`config.mk`:
```
export PLATFORM = sky130hd
export DESIGN_NAME = base64_stream_codec
export DESIGN_NICKNAME = d
export VERILOG_FILES = /design/src/design/b64sc_pkg.sv /design/src/design/b64sc_front.sv /design/src/design/b64sc_fifo.sv /design/src/design/b64sc_back.sv /design/src/design/base64_stream_codec.sv
export SDC_FILE = /design/constraint.sdc
export NUM_CORES = 1
export LEC_CHECK = 0
export BUFFER_PORTS_ARGS = -buffer_cell sky130_fd_sc_hd__buf_2
export CAP_MARGIN = 20
export CORE_MARGIN = 4
export CORE_UTILIZATION = 63
export CTS_CLUSTER_DIAMETER = 60
export DETAILED_ROUTE_END_ITERATION = 12
export GPL_ROUTABILITY_DRIVEN = 0
export PLACE_DENSITY = 0.81
export SLEW_MARGIN = 5
export SYNTH_ARGS = -nofsm -noshare
export SYNTH_HDL_FRONTEND = slang
export SYNTH_SLANG_ARGS = --single-unit
```
`constraint.sdc`:
```
create_clock -name clk -period 4.8 [get_ports clk]
set_clock_uncertainty 0.2 [all_clocks]
set_input_delay 0.24 -clock clk [delete_from_list [all_inputs] [get_ports clk]]
set_output_delay 0.24 -clock clk [all_outputs]
set_load 0.03 [all_outputs]
```
`src/design/b64sc_pkg.sv`:
```
// Package for the base64 stream codec: word types, queue entry type and
// the alphabet and character classification functions. No dependencies.
package b64sc_pkg;

  localparam int unsigned B64SC_FIFO_DEPTH = 2;
  localparam logic [7:0]  PAD_CHAR         = 8'h3D;
  localparam int unsigned MAX_DATA         = 4;

  typedef struct packed {
    logic [7:0] data_byte;
    logic       has_byte;
    logic       finish;
  } in_word_t;

  typedef struct packed {
    logic [7:0] out_byte;
    logic       is_status;
    logic       error;
    logic       last_of_run;
  } out_word_t;

  typedef struct packed {
    logic [MAX_DATA-1:0][7:0] data;
    logic [2:0]               ndata;
    logic                     status;
    logic                     err;
  } job_t;

  typedef struct packed {
    logic full;
    logic empty;
  } fifo_stat_t;

  typedef enum logic [1:0] {
    CLS_DATA,
    CLS_SKIP,
    CLS_PAD,
    CLS_BAD
  } cls_kind_t;

  typedef struct packed {
    cls_kind_t  kind;
    logic [5:0] val;
  } cls_t;

  function automatic logic [7:0] sym(input logic [5:0] v);
    logic [7:0] w;
    w = {2'b00, v};
    if (v < 6'd26) return w + 8'h41;
    else if (v < 6'd52) return w + 8'h47;
    else if (v < 6'd62) return w + 8'hFC;
    else if (v == 6'd62) return 8'h2B;
    else return 8'h2F;
  endfunction

  function automatic cls_t classify(input logic [7:0] ch);
    cls_t c;
    c.kind = CLS_BAD;
    c.val  = 6'd0;
    if (ch >= 8'h41 && ch <= 8'h5A) begin
      c.kind = CLS_DATA;
      c.val  = 6'(ch - 8'h41);
    end else if (ch >= 8'h61 && ch <= 8'h7A) begin
      c.kind = CLS_DATA;
      c.val  = 6'(ch - 8'h47);
    end else if (ch >= 8'h30 && ch <= 8'h39) begin
      c.kind = CLS_DATA;
      c.val  = 6'(ch + 8'h04);
    end else if (ch == 8'h2B) begin
      c.kind = CLS_DATA;
      c.val  = 6'd62;
    end else if (ch == 8'h2F) begin
      c.kind = CLS_DATA;
      c.val  = 6'd63;
    end else if (ch == PAD_CHAR) begin
      c.kind = CLS_PAD;
    end else if ((ch >= 8'd9 && ch <= 8'd13) || ch == 8'd32) begin
      c.kind = CLS_SKIP;
    end
    return c;
  endfunction

endpackage

```
`src/design/b64sc_front.sv`:
```
// Front end of the base64 stream codec: mode register, codec state and
// translation of each input word into a job for the queue. Uses b64sc_pkg.
module b64sc_front import b64sc_pkg::*; (
  input  logic       clk,
  input  logic       rst_n,
  input  logic       cfg_we,
  input  logic       cfg_wdata,
  input  in_word_t   in_data,
  input  logic       in_acc,
  output logic       push,
  output job_t       job
);

  logic        mode_r;
  logic [1:0]  phase_r, phase_nxt;
  logic [15:0] held_r, held_nxt;
  logic [1:0]  pads_r, pads_nxt;
  logic        err_r, err_nxt;

  always_comb begin
    logic [7:0] b, b0, b1;
    logic [1:0] ph, pc;
    logic [15:0] hb;
    logic es;
    cls_t cl;
    b  = in_data.data_byte;
    b0 = 8'h00;
    b1 = 8'h00;
    ph = phase_r;
    hb = held_r;
    pc = pads_r;
    es = err_r;
    cl = classify(b);
    job = '0;
    if (in_data.has_byte) begin
      if (!mode_r) begin
        unique case (ph)
          2'd0: begin
            hb = {b, 8'h00};
            ph = 2'd1;
          end
          2'd1: begin
            hb = {hb[15:8], b};
            ph = 2'd2;
          end
          default: begin
            job.data[0] = sym(hb[15:10]);
            job.data[1] = sym({hb[9:8], hb[7:4]});
            job.data[2] = sym({hb[3:0], b[7:6]});
            job.data[3] = sym(b[5:0]);
            job.ndata   = 3'd4;
            hb = '0;
            ph = 2'd0;
          end
        endcase
      end else if (!es) begin
        priority if (cl.kind == CLS_SKIP) begin
          es = 1'b0;
        end else if (cl.kind == CLS_PAD && pc < 2'd2) begin
          pc = pc + 2'd1;
        end else if (cl.kind != CLS_DATA || pc != 2'd0) begin
          es = 1'b1;
        end else begin
          unique case (ph)
            2'd0: hb = {8'h00, cl.val, 2'b00};
            2'd1: begin
              job.data[0] = hb[7:0] | {6'b0, cl.val[5:4]};
              job.ndata   = 3'd1;
              hb = {8'h00, cl.val[3:0], 4'h0};
            end
            2'd2: begin
              job.data[0] = hb[7:0] | {4'h0, cl.val[5:2]};
              job.ndata   = 3'd1;
              hb = {8'h00, cl.val[1:0], 6'h00};
            end
            default: begin
              job.data[0] = hb[7:0] | {2'b00, cl.val};
              job.ndata   = 3'd1;
              hb = '0;
            end
          endcase
          ph = ph + 2'd1;
        end
      end
    end
    if (in_data.finish) begin
      b0 = hb[15:8];
      b1 = hb[7:0];
      job.status = 1'b1;
      job.err    = es;
      if (mode_r) begin
        if (2'(ph + pc) != 2'd0) job.err = 1'b1;
      end else if (ph == 2'd1) begin
        job.data[0] = sym(b0[7:2]);
        job.data[1] = sym({b0[1:0], 4'h0});
        job.data[2] = PAD_CHAR;
        job.data[3] = PAD_CHAR;
        job.ndata   = 3'd4;
      end else if (ph != 2'd0) begin
        job.data[0] = sym(b0[7:2]);
        job.data[1] = sym({b0[1:0], b1[7:4]});
        job.data[2] = sym({b1[3:0], 2'b00});
        job.data[3] = PAD_CHAR;
        job.ndata   = 3'd4;
      end
      ph = '0;
      hb = '0;
      pc = '0;
      es = 1'b0;
    end
    phase_nxt = ph;
    held_nxt  = hb;
    pads_nxt  = pc;
    err_nxt   = es;
    push = in_acc && (job.ndata != 3'd0 || job.status);
  end

  always_ff @(posedge clk) begin
    if (!rst_n) begin
      mode_r  <= 1'b0;
      phase_r <= '0;
      held_r  <= '0;
      pads_r  <= '0;
      err_r   <= 1'b0;
    end else begin
      if (cfg_we) mode_r <= cfg_wdata;
      if (in_acc) begin
        phase_r <= phase_nxt;
        held_r  <= held_nxt;
        pads_r  <= pads_nxt;
        err_r   <= err_nxt;
      end
    end
  end

endmodule

```
`src/design/b64sc_fifo.sv`:
```
// Short job queue between the front end and the back end of the base64
// stream codec. Uses b64sc_pkg.
module b64sc_fifo import b64sc_pkg::*; #(
  parameter int unsigned DEPTH = B64SC_FIFO_DEPTH
) (
  input  logic       clk,
  input  logic       rst_n,
  input  logic       push,
  input  job_t       wr_job,
  input  logic       pop,
  output job_t       rd_job,
  output fifo_stat_t stat
);

  localparam int unsigned PW = (DEPTH > 1) ? $clog2(DEPTH) : 1;
  localparam int unsigned CW = $clog2(DEPTH + 1);

  job_t          mem_r [DEPTH];
  logic [PW-1:0] wp_r, rp_r;
  logic [CW-1:0] cnt_r;

  function automatic logic [PW-1:0] bump(input logic [PW-1:0] p);
    if (p == PW'(DEPTH - 1)) return '0;
    return p + PW'(1);
  endfunction

  assign rd_job     = mem_r[rp_r];
  assign stat.full  = (cnt_r == CW'(DEPTH));
  assign stat.empty = (cnt_r == '0);

  always_ff @(posedge clk) begin
    if (push) mem_r[wp_r] <= wr_job;
  end

  always_ff @(posedge clk) begin
    if (!rst_n) begin
      wp_r  <= '0;
      rp_r  <= '0;
      cnt_r <= '0;
    end else begin
      if (push) wp_r <= bump(wp_r);
      if (pop) rp_r <= bump(rp_r);
      unique case ({push, pop})
        2'b10:   cnt_r <= cnt_r + CW'(1);
        2'b01:   cnt_r <= cnt_r - CW'(1);
        default: cnt_r <= cnt_r;
      endcase
    end
  end

endmodule

```
`src/design/b64sc_back.sv`:
```
// Back end of the base64 stream codec: takes jobs from the queue and
// sends their result words through an output register, one per cycle
// unless stalled. Uses b64sc_pkg.
module b64sc_back import b64sc_pkg::*; (
  input  logic       clk,
  input  logic       rst_n,
  input  job_t       rd_job,
  input  fifo_stat_t stat,
  output logic       pop,
  output logic       out_valid,
  input  logic       out_stall,
  output out_word_t  out_data
);

  job_t       job_r, job_nxt;
  logic       jv_r, jv_nxt;
  logic [2:0] idx_r, idx_nxt;
  logic       ov_r, ov_nxt;
  out_word_t  od_r, od_nxt;

  logic       adv, emit, last;
  logic [2:0] total;

  always_comb begin
    total = job_r.ndata + {2'b00, job_r.status};
    adv   = !ov_r || !out_stall;
    emit  = jv_r && adv;
    last  = (idx_r == total - 3'd1);
    pop   = !stat.empty && (!jv_r || (emit && last));

    job_nxt = job_r;
    jv_nxt  = jv_r;
    idx_nxt = idx_r;
    ov_nxt  = ov_r;
    od_nxt  = od_r;

    if (emit) begin
      ov_nxt = 1'b1;
      if (idx_r < job_r.ndata) begin
        od_nxt.out_byte  = job_r.data[idx_r[1:0]];
        od_nxt.is_status = 1'b0;
        od_nxt.error     = 1'b0;
      end else begin
        od_nxt.out_byte  = 8'h00;
        od_nxt.is_status = 1'b1;
        od_nxt.error     = job_r.err;
      end
      od_nxt.last_of_run = last;
      idx_nxt = idx_r + 3'd1;
      if (last) jv_nxt = 1'b0;
    end else if (adv) begin
      ov_nxt = 1'b0;
    end

    if (pop) begin
      job_nxt = rd_job;
      jv_nxt  = 1'b1;
      idx_nxt = '0;
    end
  end

  always_ff @(posedge clk) begin
    job_r <= job_nxt;
    od_r  <= od_nxt;
  end

  always_ff @(posedge clk) begin
    if (!rst_n) begin
      jv_r  <= 1'b0;
      idx_r <= '0;
      ov_r  <= 1'b0;
    end else begin
      jv_r  <= jv_nxt;
      idx_r <= idx_nxt;
      ov_r  <= ov_nxt;
    end
  end

  assign out_valid = ov_r;
  assign out_data  = od_r;

endmodule

```
`src/design/base64_stream_codec.sv`:
```
// Base64 stream codec top level. An input word can be taken every cycle while
// the queue has room; its first result passes the queue and the job and output
// registers. Results leave at one per cycle unless stalled, so encoding
// sustains four characters per three bytes and decoding one word per cycle.
// Synchronous active-low reset selects encode mode and clears control state.
// Depends on b64sc_pkg, b64sc_front, b64sc_fifo and b64sc_back.
module base64_stream_codec import b64sc_pkg::*; #(
  parameter int unsigned FIFO_DEPTH = B64SC_FIFO_DEPTH
) (
  input  logic      clk,
  input  logic      rst_n,
  input  logic      cfg_we,
  input  logic      cfg_wdata,
  input  logic      in_valid,
  output logic      in_stall,
  input  in_word_t  in_data,
  output logic      out_valid,
  input  logic      out_stall,
  output out_word_t out_data
);

  logic       in_acc, push, pop;
  job_t       wr_job, rd_job;
  fifo_stat_t stat;

  assign in_stall = stat.full;
  assign in_acc   = in_valid && !in_stall;

  b64sc_front u_front (
    .clk       (clk),
    .rst_n     (rst_n),
    .cfg_we    (cfg_we),
    .cfg_wdata (cfg_wdata),
    .in_data   (in_data),
    .in_acc    (in_acc),
    .push      (push),
    .job       (wr_job)
  );

  b64sc_fifo #(.DEPTH(FIFO_DEPTH)) u_fifo (
    .clk    (clk),
    .rst_n  (rst_n),
    .push   (push),
    .wr_job (wr_job),
    .pop    (pop),
    .rd_job (rd_job),
    .stat   (stat)
  );

  b64sc_back u_back (
    .clk       (clk),
    .rst_n     (rst_n),
    .rd_job    (rd_job),
    .stat      (stat),
    .pop       (pop),
    .out_valid (out_valid),
    .out_stall (out_stall),
    .out_data  (out_data)
  );

`ifndef NO_ASSERTIONS
  a_no_overflow: assert property (@(posedge clk) disable iff (!rst_n)
    push |-> !stat.full)
    else $error("job pushed into a full queue");

  a_no_underflow: assert property (@(posedge clk) disable iff (!rst_n)
    pop |-> !stat.empty)
    else $error("job popped from an empty queue");

  a_full_empty: assert property (@(posedge clk) disable iff (!rst_n)
    !(stat.full && stat.empty))
    else $error("queue both full and empty");

  a_reset_out: assert property (@(posedge clk) !rst_n |=> !out_valid)
    else $error("output valid right after reset");
`endif

endmodule

```
==> results.md <==
* Worst rel slew slack at 0.312
* Final Slew Violations at 0
* Ys Warns at 0
* Grt total ovfl at 0
* Number of detailed-routing iterations run before antenna repair at 6
* Tightest Pin Transition at 1030 ps
* Ys async rst share at 0
* Nature of the critical path startpoint: primary input
* Largest net degree at the start of global routing at 40
* I/O pin total at 29
* Data required time of the critical path at roughly 4800 ps
* Crit path capture type: register
* Antenna violation net count after detailed routing at 0
* Arr. time, crit path at 4030 ps
* Slowest stage cell on the critical path: sky130_fd_sc_hd__a2111oi_0
* Standard-cell row count at 44
* Post-route minimum period at slightly above 4000 ps
* Routed vias at 7888
* Run status: complete, no violations
* Worst reg2reg startpoint: u_front.phase_r[1]
* Global-route wire length before repair at 41100 um
* Synthesized net count at approximately 1000
* Drc violations at 0
* Achievable clock frequency at 0.246 GHz
* Most common cell on crit path: sky130_fd_sc_hd__inv_1
* Total CTS buffers at 17
* Critical path type: primary input to register
* Depth of the worst register-to-register path at 13
* Initial detailed-routing violation count at 903
* Buffer and inverter count on the worst path at 4
* Core region area at 14700 um2
* Sum Neg Setup Slack at 0 ps
* Path type of the worst min-delay path: primary input to register
* Number of antenna violations at the first check in global routing at 0
* Hold path cells at 1
* Worst path cell trace: buf_2 -> inv_1 -> ha_1 -> nor2b_1 -> o21ai_2 -> nand2_1 -> nor3_1 -> o31ai_1 -> a222oi_1 -> o31a_1 -> inv_1 -> ha_1 -> inv_1 -> o21ai_0 -> a31o_2 -> nor2b_1 -> a2111oi_0 -> nor3_1
* Worst-path fanout max at 11
* Filler cell count in the final layout at 1039
* Final hold violations at 0
* Clock-pin slew of the registers on the worst-case setup and hold paths at 70 ps
* Worst Hold Launch: in_data[0]
* CP delay by family, top: compound AO/OA/AOI/OAI gates
* Main flop type after synthesis: sky130_fd_sc_hd__edfxtp_1
* Number of setup buffers added after CTS at 0
* Synthesized area per cell at 10.0 um2
* Max-capacitance violation count at 0
* Synthesized instance count at 956
* Die outline height at ~130 um
* Destination of the worst hold path: u_fifo.mem_r[1][1]
* Combined global-route utilization of all metal layers at 0.299
* Synth unique cells at 84
* Post-DR vias/cell at 6.77
* Power per unit of standard cell area at roughly 420 nW/um2
* Area after DPL at between 9000 and 10000 um2
* Total of buffers placed on input and output ports at 28
* Fraction of layout cells with a size suffix above 1 at 0.160
* TritonCTS clock tree: built
* Placed wire-length estimate at 17700 um
* Fin nets at 1033
* R2R setup slack at about 960 ps
* Sequential area share after synthesis at 0.438
* Source-to-sink clock delay at the later pin of the worst-skew pair at 430 ps
* Total clock sinks at 150
* Share of the cycle needed by the critical path after routing at 0.848
* Final Routed Wirelength at 25800 um
* Die Span X at 131 um
* Combined area of all synthesized cells at between 9000 and 10000 um2
* Area of the die at 17200 um2
* Unrepaired setup endpoints after global routing: false
* Longest Clk Path Bufs at 2
* Worst Hold Slack at 94.3 ps
* Leakage power at 0.00375 uW
* Setup violators final at 0
* Max IR drop VDD at ~0.28 mV
* Effective utilization at floorplan at 0.651
* Capture point of the worst reg-to-reg path: u_fifo.mem_r[1][16]
* Maximum single-stage delay on the critical path at 390 ps
* Post-route standard cell area excluding fillers at 10500 um2
* Seq cells post-synth at 150
* Average wire per standard cell at ~22 um
* Signed area change from the synthesized netlist to the final layout at 10.0%
* Number of global-route vias before repair at 7622
* Ant diodes at 0
* Number of H-tree levels at 4
* EDFF count, synth at 119
* Buffer cell driving the clock tree root: sky130_fd_sc_hd__clkbuf_16
==> through the flow <==
step,instances,worst slack (ps),power [uW],utilization
final,1165,729,4390,0.716
after global routing,1165,263,4580,0.716
after CTS,1165,803,4400,0.716
after detailed placement,1130,376,3030,0.673
after global placement,1130,439,2990,0.673
after floorplan,956,485,2700,-
==> cells in the final DEF (no fill, tap or decap), types with 5 or more instances in the layout <==
cell                        count
sky130_fd_sc_hd__a211oi_1      12
sky130_fd_sc_hd__a21o_1        12
sky130_fd_sc_hd__a21oi_1       78
sky130_fd_sc_hd__a22o_1         6
sky130_fd_sc_hd__a22oi_1       28
sky130_fd_sc_hd__a31oi_1       15
sky130_fd_sc_hd__a32oi_1        5
sky130_fd_sc_hd__and2_1        13
sky130_fd_sc_hd__and3_1         5
sky130_fd_sc_hd__buf_2         28
sky130_fd_sc_hd__buf_4         20
sky130_fd_sc_hd__clkbuf_16     17
sky130_fd_sc_hd__dfxtp_1       31
sky130_fd_sc_hd__edfxtp_1     119
sky130_fd_sc_hd__ha_1          49
sky130_fd_sc_hd__inv_1         51
sky130_fd_sc_hd__inv_6          5
sky130_fd_sc_hd__mux2_2        37
sky130_fd_sc_hd__mux2i_1        7
sky130_fd_sc_hd__mux4_2         8
sky130_fd_sc_hd__nand2_1       63
sky130_fd_sc_hd__nand2b_1       6
sky130_fd_sc_hd__nand3_1       15
sky130_fd_sc_hd__nand4_1        7
sky130_fd_sc_hd__nor2_1        57
sky130_fd_sc_hd__nor2b_1       37
sky130_fd_sc_hd__nor3_1        25
sky130_fd_sc_hd__o211ai_1       9
sky130_fd_sc_hd__o21ai_0       39
sky130_fd_sc_hd__o21ai_1        8
sky130_fd_sc_hd__o22ai_1       15
sky130_fd_sc_hd__o31ai_1        9
sky130_fd_sc_hd__o32ai_1        5
sky130_fd_sc_hd__or3_1          8
sky130_fd_sc_hd__xnor2_1       20
sky130_fd_sc_hd__xor2_1         5
==> worst register-to-register path: cells and delay by family, from the launching register on <==
kind | cells | cell delay (ps)
adder cells (fa/ha/maj) | 2 | 650
buffers and inverters | 3 | 310
AND/OR/NAND/NOR | 4 | 930
AO/OA/AOI/OAI | 4 | 1070
flip-flops | 1 | 420
==> worst max-delay path by stage <==
stage,depth (start not counted),slack [ps],end,from
2_1_floorplan,9,490,u_fifo.cnt_r[1],u_back.job_r[1]
3_3_place_gp,17,440,u_fifo.mem_r[0][16],in_data[2]
3_5_place_dp,17,380,u_fifo.mem_r[0][16],in_data[2]
4_1_cts,17,800,u_fifo.mem_r[1][16],in_data[2]
5_1_grt,18,260,u_fifo.mem_r[1][16],in_data[4]
6_report,18,730,u_fifo.mem_r[1][16],in_data[4]
==> final cells by class <==
class	count	area [um2]	area share
clock buffers	18	439	0.0417
clock inverters	14	161	0.0153
inverters	54	203	0.0193
multi-input cells	693	4960	0.471
flip-flops and latches	150	4190	0.398
well taps	184	230	0.0219
repair buffers	52	340	0.0323
==> registers in the layout, summed over array words and instances (netlist names), 2 cells and up <==
register / cells
u_fifo.mem_r: 72
u_back.job_r: 36
u_front.held_r: 16
u_back.out_data: 11
u_back.idx_r: 3
u_fifo.cnt_r: 2
u_front.pads_r: 2
u_front.phase_r: 2
==> report_power, final <==
part | switching (uW) | total [uW] | internal, uW
registers | 153 | 1930 | 1780
logic | 682 | 1110 | 426
clock network | 559 | 1350 | 794
==> synthesized netlist by cell type, drive strengths merged, types with 4 or more instances <==
cell type,n,area [um2]
a211oi,12,90.1
a21boi,6,48.8
a21o,13,98.9
a21oi,80,404
a221o,4,40.0
a221oi,4,35.0
a22o,7,62.6
a22oi,29,223
a31oi,16,115
a32oi,6,60.1
a41oi,4,35.0
and2,13,81.3
and3,6,42.5
buf,13,67.6
clkbuf,46,173
dfxtp,31,621
edfxtp,119,3570
ha,49,613
inv,54,203
mux2,38,428
mux2i,8,83.8
mux4,8,180
nand2,63,236
nand2b,6,37.5
nand3,16,85.1
nand4,7,43.8
nor2,62,240
nor2b,37,231
nor3,27,145
nor3b,4,30.0
o2111ai,4,41.3
o211ai,10,80.1
o21a,4,30.0
o21ai,48,244
o22ai,15,93.8
o311ai,5,61.3
o31ai,10,88.8
o32ai,5,43.8
or2,4,25.0
or3,8,50.1
xnor2,20,175
xor2,5,43.8
==> metal layers <==
layer / global-route usage / vias up / part of all wire
met3: 0.0650 / 103 / 0.098
met5: 0 / - / 0
met1: 0.392 / 3651 / 0.39
met2: 0.482 / 505 / 0.47
met4: 0.131 / 0 / 0.042
li1: - / 3629 / -
==> what timing repair did <==
item	CTS	global route
hold buffers	3	0
hold endpoints to repair	2	0
resized for setup	0	0
==> logic make-up after synthesis <==
group	share of synthesized area
simple gates	0.137
buf+inv	0.0463
compound gates	0.219
mux	0.0723
fa+ha+maj	0.0641
flops	0.438
xor+xnor	0.0229
(Power assumes the default switching activity.)
